[config.mk]
export PLATFORM = sky130hd
export DESIGN_NAME = rope_cell
export DESIGN_NICKNAME = d
export VERILOG_FILES = /design/src/rtl/core/rope_pkg.sv /design/src/rtl/core/rope_cell.sv
export SDC_FILE = /design/constraint.sdc
export NUM_CORES = 1
export LEC_CHECK = 0
export CORE_UTILIZATION = 40
export DETAILED_ROUTE_END_ITERATION = 12
export DONT_BUFFER_PORTS = 1
export PLACE_DENSITY = 0.62
export SYNTH_ARGS = -nofsm -noshare
export SYNTH_HDL_FRONTEND = slang
export SYNTH_SLANG_ARGS = --single-unit
[constraint.sdc]
create_clock -name clk -period 4.2 [get_ports clk]
set_input_delay 0.42 -clock clk [delete_from_list [all_inputs] [get_ports clk]]
set_output_delay 0.42 -clock clk [all_outputs]
set_load 0.01 [all_outputs]
[src/rtl/core/rope_pkg.sv]
// rope_pkg: constants, types and the arctangent table of the rotary embedding block
// no dependencies
package rope_pkg;

    localparam int MAX_PAIRS    = 64;
    localparam int CORDIC_STEPS = 24;

    localparam int IDX_W   = 6;
    localparam int POS_W   = 20;
    localparam int FREQ_W  = 31;
    localparam int VAL_W   = 32;
    localparam int ADDR_W  = (MAX_PAIRS > 1) ? $clog2(MAX_PAIRS) : 1;
    localparam int STEP_W  = 5;
    localparam int GUARD   = 8;
    localparam int XW      = 44;
    localparam int ZW      = 34;
    localparam int KW      = 30;
    localparam int TPP_W   = 39;
    localparam int PH_W    = 40;
    localparam int GW      = 23;
    localparam int PW      = XW + GW;

    localparam logic       KIND_LOAD   = 1'b0;
    localparam logic       KIND_ROTATE = 1'b1;

    localparam logic [KW-1:0]        TURN_SCALE = KW'(683565276);
    localparam logic signed [GW-1:0] GAIN_Q22   = GW'(2546889);

    typedef logic signed [XW-1:0] cx_t;
    typedef logic signed [ZW-1:0] cz_t;

    typedef struct packed {
        cx_t x;
        cx_t y;
        cz_t z;
    } cordic_t;

    function automatic logic [31:0] atan_turn(input logic [STEP_W-1:0] i);
        logic [31:0] a;
        case (i)
            5'd0:    a = 32'h20000000;
            5'd1:    a = 32'h12E4051E;
            5'd2:    a = 32'h09FB385B;
            5'd3:    a = 32'h051111D4;
            5'd4:    a = 32'h028B0D43;
            5'd5:    a = 32'h0145D7E1;
            5'd6:    a = 32'h00A2F61E;
            5'd7:    a = 32'h00517C55;
            5'd8:    a = 32'h0028BE53;
            5'd9:    a = 32'h00145F2F;
            5'd10:   a = 32'h000A2F98;
            5'd11:   a = 32'h000517CC;
            5'd12:   a = 32'h00028BE6;
            5'd13:   a = 32'h000145F3;
            5'd14:   a = 32'h0000A2FA;
            5'd15:   a = 32'h0000517D;
            5'd16:   a = 32'h000028BE;
            5'd17:   a = 32'h0000145F;
            5'd18:   a = 32'h00000A30;
            5'd19:   a = 32'h00000518;
            5'd20:   a = 32'h0000028C;
            5'd21:   a = 32'h00000146;
            5'd22:   a = 32'h000000A3;
            5'd23:   a = 32'h00000051;
            5'd24:   a = 32'h00000029;
            5'd25:   a = 32'h00000014;
            5'd26:   a = 32'h0000000A;
            5'd27:   a = 32'h00000005;
            5'd28:   a = 32'h00000003;
            5'd29:   a = 32'h00000001;
            5'd30:   a = 32'h00000001;
            default: a = 32'h00000000;
        endcase
        return a;
    endfunction

endpackage

[src/rtl/core/rope_cell.sv]
// rope_cell: one rotation-mode cordic step with its own pipeline register
// depends on rope_pkg
module rope_cell import rope_pkg::*; (
    input  logic              clk,
    input  logic              rst_n,
    input  logic [STEP_W-1:0] step,
    input  logic              in_valid,
    output logic              in_ready,
    input  cordic_t           in_data,
    output logic              out_valid,
    input  logic              out_ready,
    output cordic_t           out_data
);

    logic    valid_reg;
    cordic_t data_reg;
    cordic_t data_next;
    cx_t     dx, dy;
    cz_t     at;

    assign in_ready = !valid_reg || out_ready;
    assign dx = in_data.y >>> step;
    assign dy = in_data.x >>> step;
    assign at = ZW'(atan_turn(step));

    always_comb
    begin
        if (in_data.z >= 0)
        begin
            data_next.x = in_data.x - dx;
            data_next.y = in_data.y + dy;
            data_next.z = in_data.z - at;
        end
        else
        begin
            data_next.x = in_data.x + dx;
            data_next.y = in_data.y - dy;
            data_next.z = in_data.z + at;
        end
    end

    always_ff @(posedge clk or negedge rst_n)
    begin
        if (!rst_n)
        begin
            valid_reg <= 1'b0;
        end
        else if (in_ready)
        begin
            valid_reg <= in_valid;
        end
    end

    always_ff @(posedge clk)
    begin
        if (in_ready)
        begin
            data_reg <= data_next;
        end
    end

    assign out_valid = valid_reg;
    assign out_data  = data_reg;

endmodule

==> run_results.csv <==
group,metric,value,unit
sta,fmax,176,MHz
logic_synthesis,yosysUniqueCellTypes,98,
finish,area.growth.synth_to_final,44.3,%
cts,cts_max_level,4,
cts,clockBufferDepth,2,
die,design.die.area,0.0519,mm2
route,wl,90200,um
logic_synthesis,synthTopCellsByCount,"a21oi_1, nand2_1, o21ai_0",
sta,worst_pin_slew,0.834,ns
global_routing,grt.total_usage,33.9,%
place,place_congestion,0.987,
finish,design_area,0.0294,mm2
die,pin_count,255,
critical_path,slowest_delay,0.69,ns
route,routedWlPerCell,24.7,um
place,port_buffers,0,
critical_path,cp_data_arrival_time,5.93,ns
sta,hold_viol,0,
die,initial_utilization,40.6,%
cts,clkTransAtPathRegs,0.06,ns
logic_synthesis,ys_seq_elements,123,
finish,nFillCells,4310,
min_path,hold_path.class,"input port to asynchronous set/reset pin",
run_status,violations,"negative setup slack",
sta,min_period,5.67,ns
sta,fin_crit_sh,135,%
cts,cts_root_buf,"clkbuf_16",
global_routing,grt_pass1_vias,22235,
power_and_ir_drop,cellLeakagePower,12.7,nW
critical_path,path_max_fanout,159,
finish,drive_gt1_share,44.9,%
global_routing,grt_antenna_before_repair,1,
route,first_pass_iters,6,
finish,fin_nets,3249,
logic_synthesis,yosysMostFrequentCell,"a21oi_1",
logic_synthesis,async_reset_ff_share,0.813,%
sta,drv_slew,0,
run_status,outcome,"finished with violations",
logic_synthesis,yosys_warnings,0,
power_and_ir_drop,power_density,332,mW/mm2
critical_path,path_cells,"mux4_2, mux2i_1, o22ai_1, nor2_1, ha_2, nand3_2, or4_4, inv_4, nand2_2, o31ai_2, xnor2_1, buf_4, buf_4, ha_4, nand4_1, nor4_1, o211ai_1, a21oi_2, o21ai_2, o31a_1, o31ai_2, xor2_1",
die,fp.dieH,228,um
global_routing,grt_pass1_wl,135000,um
route,drc,0,
logic_synthesis,syn_area_per_cell,9.07,um2
finish,antennaDiodeCount,0,
cts,cts-buffers-inserted,17,
cts,tritoncts,"yes",
logic_synthesis,synth_edf_count,122,
sta,worst_slack,-1.47,ns
logic_synthesis,netlist_area,0.0204,mm2
logic_synthesis,ys_seq_area_share,18.1,%
critical_path,worst-r2r-cell-count,2,
critical_path,path_buf_inv,3,
route,num_vias,22300,
finish,multi_input_area,0.0174,mm2
cts,clkLatencyLatePin,0.50,ns
finish,seq_area,0.00369,mm2
place,place_area,0.0266,mm2
sta,max_slew_margin,44.4,%
global_routing,grt_start_max_net_pins,160,
critical_path,crit_slowest_cell,"mux4_2",
sta,skew,0.00899,ns
critical_path,crit_required,4.45,ns
critical_path,worst-setup-path-type,"input port to register",
critical_path,cp.depth,22,
logic_synthesis,synth_nets,2522,
die,fp.dieW,228,um
logic_synthesis,synth_flop_cell,"edfxtp_1",
logic_synthesis,synth_area_leaders,"edfxtp_1, mux4_2, ha_1",
flow_run,maxCapViolations,0,
critical_path,critPathLaunchType,"input port",
die,core_area,0.0502,mm2
global_routing,overflow,0,
route,drtAntennaViolNets,0,
route,drt_iter0_markers,1883,
critical_path,worst_setup_path_end_kind,"register",
cts,cts_sinks,123,
sta,rsz0062_at_grt,"true",
critical_path,path_delay_family,"compound AO/OA/AOI/OAI gates",
power_and_ir_drop,ir_drop,343,uV
sta,finalSetupViolations,86,
logic_synthesis,yosysTopAreaCellShare,18.0,%
place,hpwl,68600,um
logic_synthesis,syn_inst,2248,
place,post-place-ws,-2.02,ns
logic_synthesis,yosys.area.top_type,"edfxtp_1",
die,rows,82,
route,viasPerCell,6.09,
==> what timing repair did <==
action | CTS | global route
setup buffers | 54 | 52
resized for setup | 174 | 161
hold buffers | 2 | 0
endpoints found under the setup margin | 82 | 89
endpoints found under the hold margin | 2 | 0
pin swaps | 123 | 138
==> power breakdown <==
part / leakage (nW) / internal (mW) / switching [mW]
clock network: 0.272 / 0.860 / 0.635
registers: 1.24 / 1.97 / 0.373
logic: 11.2 / 3.14 / 2.81
total: 12.7 / 5.97 / 3.82
==> cells by family after synthesis <==
group | share of synthesized area [%]
buffers and inverters | 4.57
flip-flops | 18.1
XOR/XNOR | 9.35
AO/OA/AOI/OAI | 23.3
multiplexers | 21.5
AND/OR/NAND/NOR | 14.3
adder cells (fa/ha/maj) | 8.89
==> layout by cell type, fill, tap and decap left out, types with 16 or more instances in the layout <==
master and n:
mux2_2 43, xor2_1 73, mux4_2 112, o22ai_1 23, a21oi_1 123, nand2_2 16, nand4_1 24, mux2i_1 105
buf_4 775, o21bai_1 25, nor3_1 34, o21ai_0 93, nand2_1 153, nand3_1 32, nand2b_1 26, a21o_1 82
a31oi_1 19, edfxtp_1 122, o21ai_2 30, xnor2_2 16, buf_6 55, nor2_1 120, xnor2_1 118, ha_1 130
inv_1 50, clkbuf_16 17, a21oi_2 53, nor2b_1 22, o21ai_1 22, o21a_1 30
==> registers in the layout, indices dropped and copies added, names as in the netlist <==
name       count
out_data     122
out_valid      1
==> through the flow <==
step	TNS, ns	util (%)	instances	hold slack [ns]	power [mW]
finish	-62.13	58.7	3659	0.138	9.78
global route	-59.78	58.7	3659	0.123	10.3
CTS	-39.35	56.5	3614	0.0971	9.35
detailed placement	-104.72	53.1	3532	0.124	7.43
global placement	-102.29	53.1	3532	0.124	7.36
floorplan	-66.87	-	2248	0.124	5.33
==> per-layer routing <==
metal | share of wire [%] | vias up | GRT usage, %
met5 | 0 | - | 0
met3 | 8.4 | 185 | 8.43
met4 | 3.8 | 0 | 12.3
met2 | 47 | 951 | 55.5
li1 | - | 10177 | -
met1 | 41 | 10987 | 43.0
==> path summary, 6_finish.rpt <==
kind / startpoint / endpoint / slack [ns]
max: step[0] / out_data[76]$_DFFE_PP_ / -1.47
min: rst_n / out_valid$_DFFE_PN0P_ / 0.14
max reg2reg: out_valid$_DFFE_PN0P_ / out_data[113]$_DFFE_PP_ / 2.33
min reg2reg: out_valid$_DFFE_PN0P_ / out_data[80]$_DFFE_PP_ / 1.24
max in group asynchronous: rst_n / out_valid$_DFFE_PN0P_ / 3.95
min in group clk: in_data[34] / out_data[34]$_DFFE_PP_ / 0.14
==> cell type report <==
cell class	count	share of cell area, %
timing repair buffer	844	22.7
clock buffer	19	1.47
tap	672	2.86
clock inverter	12	0.429
multi-input combinational	1934	59.2
inverter	55	0.791
sequential	123	12.5
No activity file was read; power rests on OpenSTA's default activity.
