## config.mk

```make
export PLATFORM = sky130hd
export DESIGN_NAME = rope_gain
export DESIGN_NICKNAME = d
export VERILOG_FILES = /design/src/rtl/core/rope_pkg.sv /design/src/rtl/core/rope_gain.sv
export SDC_FILE = /design/constraint.sdc
export NUM_CORES = 2
export LEC_CHECK = 0
export BUFFER_PORTS_ARGS = -buffer_cell sky130_fd_sc_hd__buf_2
export CAP_MARGIN = 15
export CORE_UTILIZATION = 45
export CTS_CLUSTER_SIZE = 20
export DETAILED_ROUTE_END_ITERATION = 7
export PLACE_DENSITY = 0.71
export SLEW_MARGIN = 0
export SYNTH_ARGS = -nofsm -noshare
export SYNTH_HDL_FRONTEND = slang
export SYNTH_SLANG_ARGS = --single-unit
```

## constraint.sdc

```tcl
create_clock -name clk -period 9.4 [get_ports clk]
set_clock_uncertainty 0.2 [all_clocks]
set_input_delay 0.47 -clock clk [delete_from_list [all_inputs] [get_ports clk]]
set_output_delay 0.47 -clock clk [all_outputs]
set_load 0.05 [all_outputs]
```

## src/rtl/core/rope_pkg.sv

```systemverilog
// rope_pkg: constants, types and the arctangent table of the rotary embedding block
// no dependencies
package rope_pkg;

    localparam int MAX_PAIRS    = 64;
    localparam int CORDIC_STEPS = 24;

    localparam int IDX_W   = 6;
    localparam int POS_W   = 20;
    localparam int FREQ_W  = 31;
    localparam int VAL_W   = 32;
    localparam int ADDR_W  = (MAX_PAIRS > 1) ? $clog2(MAX_PAIRS) : 1;
    localparam int STEP_W  = 5;
    localparam int GUARD   = 8;
    localparam int XW      = 44;
    localparam int ZW      = 34;
    localparam int KW      = 30;
    localparam int TPP_W   = 39;
    localparam int PH_W    = 40;
    localparam int GW      = 23;
    localparam int PW      = XW + GW;

    localparam logic       KIND_LOAD   = 1'b0;
    localparam logic       KIND_ROTATE = 1'b1;

    localparam logic [KW-1:0]        TURN_SCALE = KW'(683565276);
    localparam logic signed [GW-1:0] GAIN_Q22   = GW'(2546889);

    typedef logic signed [XW-1:0] cx_t;
    typedef logic signed [ZW-1:0] cz_t;

    typedef struct packed {
        cx_t x;
        cx_t y;
        cz_t z;
    } cordic_t;

    function automatic logic [31:0] atan_turn(input logic [STEP_W-1:0] i);
        logic [31:0] a;
        case (i)
            5'd0:    a = 32'h20000000;
            5'd1:    a = 32'h12E4051E;
            5'd2:    a = 32'h09FB385B;
            5'd3:    a = 32'h051111D4;
            5'd4:    a = 32'h028B0D43;
            5'd5:    a = 32'h0145D7E1;
            5'd6:    a = 32'h00A2F61E;
            5'd7:    a = 32'h00517C55;
            5'd8:    a = 32'h0028BE53;
            5'd9:    a = 32'h00145F2F;
            5'd10:   a = 32'h000A2F98;
            5'd11:   a = 32'h000517CC;
            5'd12:   a = 32'h00028BE6;
            5'd13:   a = 32'h000145F3;
            5'd14:   a = 32'h0000A2FA;
            5'd15:   a = 32'h0000517D;
            5'd16:   a = 32'h000028BE;
            5'd17:   a = 32'h0000145F;
            5'd18:   a = 32'h00000A30;
            5'd19:   a = 32'h00000518;
            5'd20:   a = 32'h0000028C;
            5'd21:   a = 32'h00000146;
            5'd22:   a = 32'h000000A3;
            5'd23:   a = 32'h00000051;
            5'd24:   a = 32'h00000029;
            5'd25:   a = 32'h00000014;
            5'd26:   a = 32'h0000000A;
            5'd27:   a = 32'h00000005;
            5'd28:   a = 32'h00000003;
            5'd29:   a = 32'h00000001;
            5'd30:   a = 32'h00000001;
            default: a = 32'h00000000;
        endcase
        return a;
    endfunction

endpackage

```

## src/rtl/core/rope_gain.sv

```systemverilog
// rope_gain: cordic gain correction, rounding and saturation, holds the output register
// depends on rope_pkg
module rope_gain import rope_pkg::*; (
    input  logic                    clk,
    input  logic                    rst_n,
    input  logic                    in_valid,
    output logic                    in_ready,
    input  cordic_t                 in_data,
    output logic                    out_valid,
    input  logic                    out_ready,
    output logic signed [VAL_W-1:0] y_even,
    output logic signed [VAL_W-1:0] y_odd,
    output logic                    saturated
);

    localparam logic signed [PW-1:0] V_MAX = PW'(64'sd2147483647);
    localparam logic signed [PW-1:0] V_MIN = PW'(-64'sd2147483648);
    localparam logic signed [PW-1:0] RND   = PW'(64'sd536870912);

    logic                    vm_reg, vo_reg;
    logic                    rm, ro;
    logic signed [PW-1:0]    mx_reg, my_reg;
    logic signed [PW-1:0]    sx, sy;
    logic                    cx_hi, cx_lo, cy_hi, cy_lo;
    logic signed [VAL_W-1:0] ye_reg, yo_reg, ye_next, yo_next;
    logic                    sat_reg, sat_next;

    assign ro = !vo_reg || out_ready;
    assign rm = !vm_reg || ro;
    assign in_ready = rm;

    assign sx = (mx_reg + RND) >>> 30;
    assign sy = (my_reg + RND) >>> 30;
    assign cx_hi = sx > V_MAX;
    assign cx_lo = sx < V_MIN;
    assign cy_hi = sy > V_MAX;
    assign cy_lo = sy < V_MIN;

    always_comb
    begin
        ye_next = cx_hi ? VAL_W'(V_MAX) : (cx_lo ? VAL_W'(V_MIN) : sx[VAL_W-1:0]);
        yo_next = cy_hi ? VAL_W'(V_MAX) : (cy_lo ? VAL_W'(V_MIN) : sy[VAL_W-1:0]);
        sat_next = cx_hi || cx_lo || cy_hi || cy_lo;
    end

    always_ff @(posedge clk or negedge rst_n)
    begin
        if (!rst_n)
        begin
            vm_reg <= 1'b0;
            vo_reg <= 1'b0;
        end
        else
        begin
            if (rm) vm_reg <= in_valid;
            if (ro) vo_reg <= vm_reg;
        end
    end

    always_ff @(posedge clk)
    begin
        if (rm)
        begin
            mx_reg <= in_data.x * GAIN_Q22;
            my_reg <= in_data.y * GAIN_Q22;
        end
        if (ro)
        begin
            ye_reg  <= ye_next;
            yo_reg  <= yo_next;
            sat_reg <= sat_next;
        end
    end

    assign out_valid = vo_reg;
    assign y_even    = ye_reg;
    assign y_odd     = yo_reg;
    assign saturated = sat_reg;

endmodule

```

==> reports/qor.csv <==
metric,value,unit
period_minus_slack,7.174,ns
crit_required,9.41,ns
num_antenna_cells,0,
cp_data_arrival_time,7.18,ns
antenna_found_initial,1,
cts_buffers,17,
clockRootBuffer,clkbuf_16,
cts.sinks,143,
die_w,297.4,um
vias,25196,
reg2reg_from,my_reg[31]$_DFFE_PP_,
synth.area.mux_share,0.05416,%
synth.net_count,5155,
rsz0062_at_grt,no,
initial_core_util,45.76,%
wl,89.47,mm
yosys_warnings,0,
first_pass_iters,8,
num_rows,107,
ys_ff_latch,143,
dp.cells,4843,
post_cts_buffers,0,
crit_path_frequent_cell,fa_1,
fmax,0.1394,GHz
whs,0.1337,ns
viasPerCell,5.166,
drtAntennaViolNets,0,
cts_resized,0,
clk_pin_slew,0.06,ns
grt_pass1_wl,144.0,mm
grt_max_degree,67,
path_cells,"buf_2, ha_1, xor2_1, ha_1, or2_2, fa_1, fa_1, fa_1, fa_1, inv_1, fa_1, inv_1, ha_1, nand4_1, nor3_1, o311ai_1, a31oi_1, a221oi_1, nor2_1, a211oi_2, o21ai_1, a21oi_1, xnor2_1",
finalSetupViolations,0,
synth_top_family_by_area,adder cells,
grt.total_usage,20.86,%
maxSlewHeadroom,29.70,%
synth_fa_ha_area_share,62.27,%
htreeDepth,4,
drcViolationCount,0,
start_kind,input port,
grt_remaining_overflow,0,
synth_edf_count,141,
synthXorXnorAreaFrac,5.104,%
drt_iter0_drc,1191,
crit_type,in -> reg,
status,completed,
synth.avg_cell_area,11.00,um^2
hold_buffers,2,
syn_area,39270,um^2
critPathLaunch,in_data[88],
ys.flop_type,edfxtp_1,
place_area,41370,um^2
clock_latency,0.46,ns
grt_pass1_vias,27260,
io_buffers,158,
slowest_stage,fa_1,
fin_area,41960,um^2
instances_no_fill,4877,
hp-class,in -> async,
report.final.slew_viol_count,0,
avgRoutedWirePerCell,18.35,um
worst_setup_path_end_kind,flop,
cts_tree,yes,
hold_violations,0,
synth_compound_area_share,7.242,%
dieArea,88460,um^2
seq_area_frac_synth,10.91,%
path_max_fanout,8,
io_pins,193,
max_stage_delay,0.54,ns
drive_above_1_share,7.902,%
cts_buffer_depth,2,
synthSimpleGateAreaFrac,5.894,%
synthCells,3570,
core_area,85820,um^2
nFillCells,7722,
area_growth,6.840,%
die_h,297.4,um
gp_congestion,0.9482,
setup_tns,0,ns
dp_hpwl,80.08,mm
nets,5305,
tightestPinTransition,1.054,ns
maxCapViolations,0,
yosysUniqueCellTypes,82,
synthArstFlopShare,1.399,%
fin_crit_sh,76.32,%
## cell type report
cell class	count	area (um^2)	share of cell area, %
multi-input cells	2550	31660	75.45
clock buffers	18	429.2	1.023
well taps	1144	1431	3.411
inverters	843	3164	7.542
clock inverters	14	142.6	0.3400
repair buffers	165	848.3	2.022
flip-flops and latches	143	4284	10.21
## critical path, delay by kind of cell
| kind | cells | cell delay (ns) |
|---|---|---|
| adder cells (fa/ha/maj) | 8 | 3.50 |
| AO/OA/AOI/OAI | 6 | 1.31 |
| AND/OR/NAND/NOR | 4 | 1.18 |
| buffers and inverters | 3 | 0.36 |
| XOR/XNOR | 2 | 0.36 |
## worst paths after layout
path / to / slack [ns] / cells past startpoint
worst max-delay path: mx_reg[64]$_DFFE_PP_ / 2.23 / 23
worst min-delay path: vm_reg$_DFFE_PN0P_ / 0.13 / 2
worst max register to register: y_odd[2]$_SDFFCE_PP1P_ / 5.85 / 11
worst min register to register: out_valid$_DFFE_PN0P_ / 0.29 / 1
max in group asynchronous: out_valid$_DFFE_PN0P_ / 8.77 / 2
min in group clk: out_valid$_DFFE_PN0P_ / 0.29 / 1
## cells in the mapped netlist, types with 12 or more instances
cell type / count / area [um^2]
a21o_1: 67 / 503.0
a21oi_1: 106 / 530.5
a31oi_1: 13 / 81.33
and2_1: 35 / 219.0
and3_1: 21 / 131.4
clkbuf_1: 22 / 82.58
edfxtp_1: 141 / 4234
fa_1: 826 / 16540
ha_1: 633 / 7920
inv_1: 843 / 3164
nand2_1: 101 / 379.1
nand3_1: 41 / 205.2
nand4_1: 41 / 256.5
nor2_1: 73 / 274.0
nor2b_1: 24 / 150.1
nor3_1: 12 / 60.06
o21ai_0: 100 / 500.5
o21ai_1: 18 / 90.09
o21ai_2: 32 / 280.3
o21bai_1: 13 / 97.59
or2_2: 34 / 212.7
xnor2_1: 100 / 875.8
xor2_1: 127 / 1112
## cells by family after synthesis
family	after synthesis
XOR/XNOR	228
AO/OA/AOI/OAI	431
adder cells (fa/ha/maj)	1459
multiplexers	2
flip-flops	143
AND/OR/NAND/NOR	430
buffers and inverters	877
## layer usage
| metal | global-route usage [%] | vias up | wire length (um) |
|---|---|---|---|
| li1 | - | 11694 | - |
| met1 | 26.43 | 12690 | 37640 |
| met2 | 36.30 | 642 | 44320 |
| met3 | 3.330 | 170 | 4846 |
| met4 | 6.738 | 0 | 2657 |
| met5 | 0 | - | 0 |
## cells in the final DEF, fill, tap and decap left out, types with 24 or more instances in the layout
master	Yosys	layout
a21o_1	67	67
a21oi_1	106	106
and2_1	35	35
buf_2	4	158
edfxtp_1	141	141
fa_1	826	826
ha_1	633	633
inv_1	843	843
nand2_1	101	101
nand3_1	41	41
nand4_1	41	41
nor2_1	73	73
nor2b_1	24	24
o21ai_0	100	100
o21ai_2	32	32
or2_2	34	34
xnor2_1	100	100
xor2_1	127	127
## stage by stage
stage / utilization [%] / worst slack (ns)
after floorplan: - / 2.795
after global placement: 48.20 / 1.791
after detailed placement: 48.20 / 1.720
after CTS: 48.89 / 2.215
after global routing: 48.89 / 1.831
final: 48.89 / 2.226
Power is not shown: default switching activity piles up to over one toggle a cycle in this logic, so the estimate is an artifact.
