### config.mk
export PLATFORM = sky130hd
export DESIGN_NAME = rope_phase
export DESIGN_NICKNAME = d
export VERILOG_FILES = /design/src/rtl/core/rope_pkg.sv /design/src/rtl/core/rope_phase.sv
export SDC_FILE = /design/constraint.sdc
export NUM_CORES = 2
export LEC_CHECK = 0
export ABC_AREA = 1
export BUFFER_PORTS_ARGS = -buffer_cell sky130_fd_sc_hd__clkbuf_2
export CAP_MARGIN = 0
export CORE_MARGIN = 2
export CORE_UTILIZATION = 31
export DETAILED_ROUTE_END_ITERATION = 8
export HOLD_SLACK_MARGIN = 0.08
export PLACE_DENSITY = 0.43
export SYNTH_ARGS = -nofsm -noshare
export SYNTH_HDL_FRONTEND = slang
export SYNTH_SLANG_ARGS = --single-unit
### constraint.sdc
create_clock -name clk -period 21.9 [get_ports clk]
set_clock_uncertainty 0.15 [all_clocks]
set_input_delay 1.095 -clock clk [delete_from_list [all_inputs] [get_ports clk]]
set_output_delay 1.095 -clock clk [all_outputs]
set_load 0.02 [all_outputs]
### src/rtl/core/rope_pkg.sv
// rope_pkg: constants, types and the arctangent table of the rotary embedding block
// no dependencies
package rope_pkg;

    localparam int MAX_PAIRS    = 64;
    localparam int CORDIC_STEPS = 24;

    localparam int IDX_W   = 6;
    localparam int POS_W   = 20;
    localparam int FREQ_W  = 31;
    localparam int VAL_W   = 32;
    localparam int ADDR_W  = (MAX_PAIRS > 1) ? $clog2(MAX_PAIRS) : 1;
    localparam int STEP_W  = 5;
    localparam int GUARD   = 8;
    localparam int XW      = 44;
    localparam int ZW      = 34;
    localparam int KW      = 30;
    localparam int TPP_W   = 39;
    localparam int PH_W    = 40;
    localparam int GW      = 23;
    localparam int PW      = XW + GW;

    localparam logic       KIND_LOAD   = 1'b0;
    localparam logic       KIND_ROTATE = 1'b1;

    localparam logic [KW-1:0]        TURN_SCALE = KW'(683565276);
    localparam logic signed [GW-1:0] GAIN_Q22   = GW'(2546889);

    typedef logic signed [XW-1:0] cx_t;
    typedef logic signed [ZW-1:0] cz_t;

    typedef struct packed {
        cx_t x;
        cx_t y;
        cz_t z;
    } cordic_t;

    function automatic logic [31:0] atan_turn(input logic [STEP_W-1:0] i);
        logic [31:0] a;
        case (i)
            5'd0:    a = 32'h20000000;
            5'd1:    a = 32'h12E4051E;
            5'd2:    a = 32'h09FB385B;
            5'd3:    a = 32'h051111D4;
            5'd4:    a = 32'h028B0D43;
            5'd5:    a = 32'h0145D7E1;
            5'd6:    a = 32'h00A2F61E;
            5'd7:    a = 32'h00517C55;
            5'd8:    a = 32'h0028BE53;
            5'd9:    a = 32'h00145F2F;
            5'd10:   a = 32'h000A2F98;
            5'd11:   a = 32'h000517CC;
            5'd12:   a = 32'h00028BE6;
            5'd13:   a = 32'h000145F3;
            5'd14:   a = 32'h0000A2FA;
            5'd15:   a = 32'h0000517D;
            5'd16:   a = 32'h000028BE;
            5'd17:   a = 32'h0000145F;
            5'd18:   a = 32'h00000A30;
            5'd19:   a = 32'h00000518;
            5'd20:   a = 32'h0000028C;
            5'd21:   a = 32'h00000146;
            5'd22:   a = 32'h000000A3;
            5'd23:   a = 32'h00000051;
            5'd24:   a = 32'h00000029;
            5'd25:   a = 32'h00000014;
            5'd26:   a = 32'h0000000A;
            5'd27:   a = 32'h00000005;
            5'd28:   a = 32'h00000003;
            5'd29:   a = 32'h00000001;
            5'd30:   a = 32'h00000001;
            default: a = 32'h00000000;
        endcase
        return a;
    endfunction

endpackage

### src/rtl/core/rope_phase.sv
// rope_phase: frequency table, angle product and quadrant fold ahead of the cordic cells
// depends on rope_pkg
module rope_phase import rope_pkg::*; (
    input  logic                    clk,
    input  logic                    rst_n,
    input  logic                    in_valid,
    output logic                    in_ready,
    input  logic                    kind,
    input  logic [IDX_W-1:0]        pair_index,
    input  logic [POS_W-1:0]        position,
    input  logic [FREQ_W-1:0]       freq_word,
    input  logic signed [VAL_W-1:0] x_even,
    input  logic signed [VAL_W-1:0] x_odd,
    output logic                    out_valid,
    input  logic                    out_ready,
    output cordic_t                 out_data
);

    localparam cz_t Z_QUARTER = ZW'(64'sd1073741824);
    localparam cz_t Z_HALF    = ZW'(64'sd2147483648);

    logic [FREQ_W-1:0] freq_mem [MAX_PAIRS];

    logic v0_reg, v1_reg, v2_reg, v3_reg, v4_reg;
    logic r0, r1, r2, r3, r4;

    logic [FREQ_W-1:0]       freq0_reg;
    logic [POS_W-1:0]        pos0_reg, pos1_reg, pos2_reg;
    logic signed [VAL_W-1:0] xa0_reg, xa1_reg, xa2_reg, xa3_reg;
    logic signed [VAL_W-1:0] xb0_reg, xb1_reg, xb2_reg, xb3_reg;
    logic [KW+15:0]          plo1_reg;
    logic [KW+14:0]          phi1_reg;
    logic [TPP_W-1:0]        tpp2_reg;
    logic [PH_W-1:0]         ph3_reg;
    cordic_t                 c4_reg;

    logic              idx_ok;
    logic [ADDR_W-1:0] addr;
    logic              in_fire;
    logic [61:0]       tpp_sum;
    logic [PH_W:0]     ph_rnd;
    cz_t               z_raw;
    logic              fold;
    cx_t               xa_ext, xb_ext;
    cordic_t           c4_next;

    assign r4 = !v4_reg || out_ready;
    assign r3 = !v3_reg || r4;
    assign r2 = !v2_reg || r3;
    assign r1 = !v1_reg || r2;
    assign r0 = !v0_reg || r1;
    assign in_ready = r0;
    assign in_fire  = in_valid && r0;

    assign idx_ok = (int'(pair_index) < MAX_PAIRS);
    assign addr   = ADDR_W'(pair_index);

    assign tpp_sum = {phi1_reg, 16'b0} + 62'(plo1_reg) + 62'(1 << 21);

    assign ph_rnd = {1'b0, ph3_reg} + (PH_W+1)'(128);
    assign z_raw  = ZW'($signed(ph_rnd[39:8]));
    assign fold   = (z_raw > Z_QUARTER) || (z_raw < -Z_QUARTER);
    assign xa_ext = XW'(xa3_reg);
    assign xb_ext = XW'(xb3_reg);

    always_comb
    begin
        c4_next.x = (fold ? -xa_ext : xa_ext) <<< GUARD;
        c4_next.y = (fold ? -xb_ext : xb_ext) <<< GUARD;
        if (!fold)
        begin
            c4_next.z = z_raw;
        end
        else if (z_raw > 0)
        begin
            c4_next.z = z_raw - Z_HALF;
        end
        else
        begin
            c4_next.z = z_raw + Z_HALF;
        end
    end

    always_ff @(posedge clk or negedge rst_n)
    begin
        if (!rst_n)
        begin
            v0_reg <= 1'b0;
            v1_reg <= 1'b0;
            v2_reg <= 1'b0;
            v3_reg <= 1'b0;
            v4_reg <= 1'b0;
        end
        else
        begin
            if (r0) v0_reg <= in_valid && (kind == KIND_ROTATE);
            if (r1) v1_reg <= v0_reg;
            if (r2) v2_reg <= v1_reg;
            if (r3) v3_reg <= v2_reg;
            if (r4) v4_reg <= v3_reg;
        end
    end

    always_ff @(posedge clk)
    begin
        if (in_fire && (kind == KIND_LOAD) && idx_ok)
        begin
            freq_mem[addr] <= freq_word;
        end
        if (r0)
        begin
            freq0_reg <= idx_ok ? freq_mem[addr] : '0;
            pos0_reg  <= position;
            xa0_reg   <= x_even;
            xb0_reg   <= x_odd;
        end
        if (r1)
        begin
            plo1_reg <= freq0_reg[15:0] * TURN_SCALE;
            phi1_reg <= freq0_reg[FREQ_W-1:16] * TURN_SCALE;
            pos1_reg <= pos0_reg;
            xa1_reg  <= xa0_reg;
            xb1_reg  <= xb0_reg;
        end
        if (r2)
        begin
            tpp2_reg <= tpp_sum[60:22];
            pos2_reg <= pos1_reg;
            xa2_reg  <= xa1_reg;
            xb2_reg  <= xb1_reg;
        end
        if (r3)
        begin
            ph3_reg <= PH_W'(tpp2_reg * pos2_reg);
            xa3_reg <= xa2_reg;
            xb3_reg <= xb2_reg;
        end
        if (r4)
        begin
            c4_reg <= c4_next;
        end
    end

    assign out_valid = v4_reg;
    assign out_data  = c4_reg;

endmodule

==> key figures <==
Yosys
  – Synth Flop Type: edfxtp_1
  – Synth area leader: edfxtp_1
  – Synth Area per Inst: around 12 µm²
  – Syn Inst Count: between 10000 and 15000
  – Sequential fraction of the synthesis area: 59.1%
  – Yosys cell types: 51
  – Synth Warn #: 0
  – #FFs+latches synth: approximately 2600
  – Async set or reset register ratio after synthesis: less than 1%
  – Top cell type's share of synthesized area: between 50% and 60%
  – Top cells by area, synth: edfxtp_1 59%, fa_1 12%, nand2_1 7.5%
  – Top cells by count, synth: 2630 x nand2_1, 2579 x edfxtp_1, 1611 x inv_1
  – Mapped Area: 0.131 mm²
  – Post-synth EDFFs: around 2600
  – Count leader, synth: nand2_1

Run
  – Max-Cap Viols: 0

Floorplan
  – Die Y: 655 µm
  – Die ar.: 0.429 mm²
  – Die W: 655 µm
  – Core area: about 0.42 mm²
  – Initial core utilization: about 31%
  – I/O pin count: between 200 and 300
  – # rows: roughly 240

Place
  – RD Place Congestion: ~0.87
  – Cell count after placement: 16600
  – # port buffers: around 230
  – Detailed Place HPWL: ~280 mm
  – Dpl cell area: 0.140 mm²

Finish
  – Share of layout cells above drive strength 1: under 10%
  – Post-Layout Inst Area: between 0.1 and 0.15 mm²
  – Nets: ~13000
  – Number of fill cells in the layout: 41700
  – Max reg flops: between 1500 and 2000
  – Final core occ: a little over a third
  – Area Overhead vs Synth: 13.7%
  – Fin cells: between 15000 and 20000

Detailed routing
  – 1st-iter DRT viols: between 7000 and 8000
  – Via-per-instance ratio: slightly below 5
  – WL/cell: ~25 µm
  – Via count: between 80000 and 90000
  – DRT Pass-1 Iters: 5
  – Residual DRC: 0
  – Post-route ant nets: 0
  – Post-Route WL: around 430 mm

CTS
  – Htree depth: 5
  – CTS sink cnt: between 2000 and 3000
  – CTS tree: done
  – Clock latency on the worst-skew pair: slightly above 0.9 ns
  – Setup Fix Bufs, Post-CTS: 0
  – Inserted Clock Buffers: a little under 300
  – Clock-pin slew on the worst setup and hold paths: approximately 0.070 ns
  – Clk root buf: clkbuf_16
  – Clock Path Buffers: 4

Timing
  – RSZ-0062 raised after global routing: false
  – Relative slew margins: 11.6%
  – Max-slew violation count: 0
  – Min Tclk post-route: 7.42 ns
  – Final worst-path cycle share: between 30% and 40%
  – Setup_tns: 0 ns
  – Worst-margin pin slew: around 1.3 ns
  – Hold Fails Final Rpt: 0
  – Final setup fails: 0
  – Max frequency: roughly 130 MHz

Global route
  – GR Overflow Total: 0
  – Number of global-route vias before repair: approximately 86000
  – Largest net degree at the start of global routing: 97
  – First-pass GRT wire length: around 600 mm
  – Initial antenna violation count: 31
  – Gr usage total: between 10% and 20%

Worst setup path
  – Worst path cell trace: nand2_1 > fa_1 > inv_1 > fa_1 > inv_1 > fa_1 > inv_1 > fa_1 > fa_1 > fa_1 > inv_1 > fa_1 > inv_1 > ha_1 > nand2_1 > nor2_1 > nand2_1 > nor4_1 > nand3_1 > nand3_1 > a21oi_1 > nand3_1 > nand2_1
  – WP data arrival: just under 8 ns
  – Data required, critical path: ~22 ns
  – Max incr delay on CP: ~1.2 ns
  – Slowest cell on the critical path: edfxtp_1
  – Top delay family on crit path: adder cells
  – Buffers and inverters on the worst path: 5
  – Top cell by count, worst path: fa_1
  – Crit path capture type: register
  – Critical path class: register to register
  – Setup crit start kind: register
  – CP max FO: 28

Worst hold path
  – Hold Crit Class: input port to register

Status
  – Status: finished clean
timing repair:
| item | in CTS | in global routing |
|---|---|---|
| resized for setup | 0 | 0 |
| hold endpoints to repair | 5 | 0 |
| hold buffers | 1 | 0 |
| endpoints found under the setup margin | 0 | 0 |
worst paths after layout:
| check | cells after the start | to | slack (ns) | from |
|---|---|---|---|---|
| worst min-delay path | 1 | xb0_reg[22] | 0.23 | x_odd[22] |
| max in group asynchronous | 2 | v1_reg | 20.97 | rst_n |
| worst min register to register | 0 | xb1_reg[27] | 0.25 | xb0_reg[27] |
| worst max-delay path | 23 | ph3_reg[39] | 14.48 | pos2_reg[12] |
| min in group asynchronous | 2 | out_valid | 0.46 | rst_n |
| worst max register to register | 23 | ph3_reg[39] | 14.48 | pos2_reg[12] |
area by class of cell:
| cell class | instances | area [µm²] | share of cell area, % |
|---|---|---|---|
| Sequential cell | 2584 | 77600 | 51.9 |
| Tap cell | 5663 | 7090 | 4.74 |
| Timing Repair Buffer | 430 | 2700 | 1.81 |
| Antenna cell | 9 | 22.5 | 0.0151 |
| Multi-Input combinational cell | 6286 | 46600 | 31.2 |
| Clock inverter | 158 | 1420 | 0.949 |
| Inverter | 1621 | 6160 | 4.13 |
| Clock buffer | 364 | 7770 | 5.20 |
cell usage in the layout (no fill, tap or decap), types with 10 or more instances in the layout:
cell and count:
a31oi_1 38, nand4_1 249, xor2_1 147, fa_1 764
nand2_1 2627, a21oi_1 211, nand3_1 231, a221oi_1 152
clkinv_2 42, ha_1 497, o31ai_1 13, o2bb2ai_1 16
xnor2_1 56, a22o_1 55, clkbuf_16 300, clkbuf_2 233
o21a_1 10, buf_4 192, and3_1 48, a21o_1 34
clkinv_1 65, bufinv_16 20, nor4_1 32, a22oi_1 310
clkbuf_1 62, nand3b_1 22, o21bai_1 20, inv_1 1605
inv_6 14, o21ai_0 144, edfxtp_1 2579, nor3_1 28
conb_1 16, nor2_4 66, o2111a_1 18, clkinv_8 11
nor2_1 423
through the flow:
stage / worst slack [ns] / hold slack, ns
5_1_grt: 14.10 / 0.160
3_5_place_dp: 14.51 / 0.255
3_3_place_gp: 14.56 / 0.250
2_1_floorplan: 5.71 / 0.250
6_report: 14.48 / 0.234
4_1_cts: 14.48 / 0.128
layer usage:
| metal | GRT usage (%) | vias up | routed length (µm) |
|---|---|---|---|
| li1 | - | 37600 | - |
| met1 | 26.2 | 43000 | 186000 |
| met2 | 34.7 | 2161 | 213000 |
| met3 | 2.05 | 521 | 19900 |
| met4 | 4.98 | 12 | 11000 |
| met5 | 0 | - | 79 |
cells by family after synthesis:
family | after synthesis | synth area share (%)
adders and majority gates | 1261 | 16.4
and+or+nand+nor | 3756 | 11.7
AOI/OAI and AO/OA | 1050 | 5.56
buffers and inverters | 2018 | 5.90
xor gates and xnor gates | 203 | 1.35
other | 1 | 0.00286
DFF | 2584 | 59.1
Power is left out: the tool's default activity adds up to more than one toggle a clock period on the data nets, which glitch-free logic cannot reach.
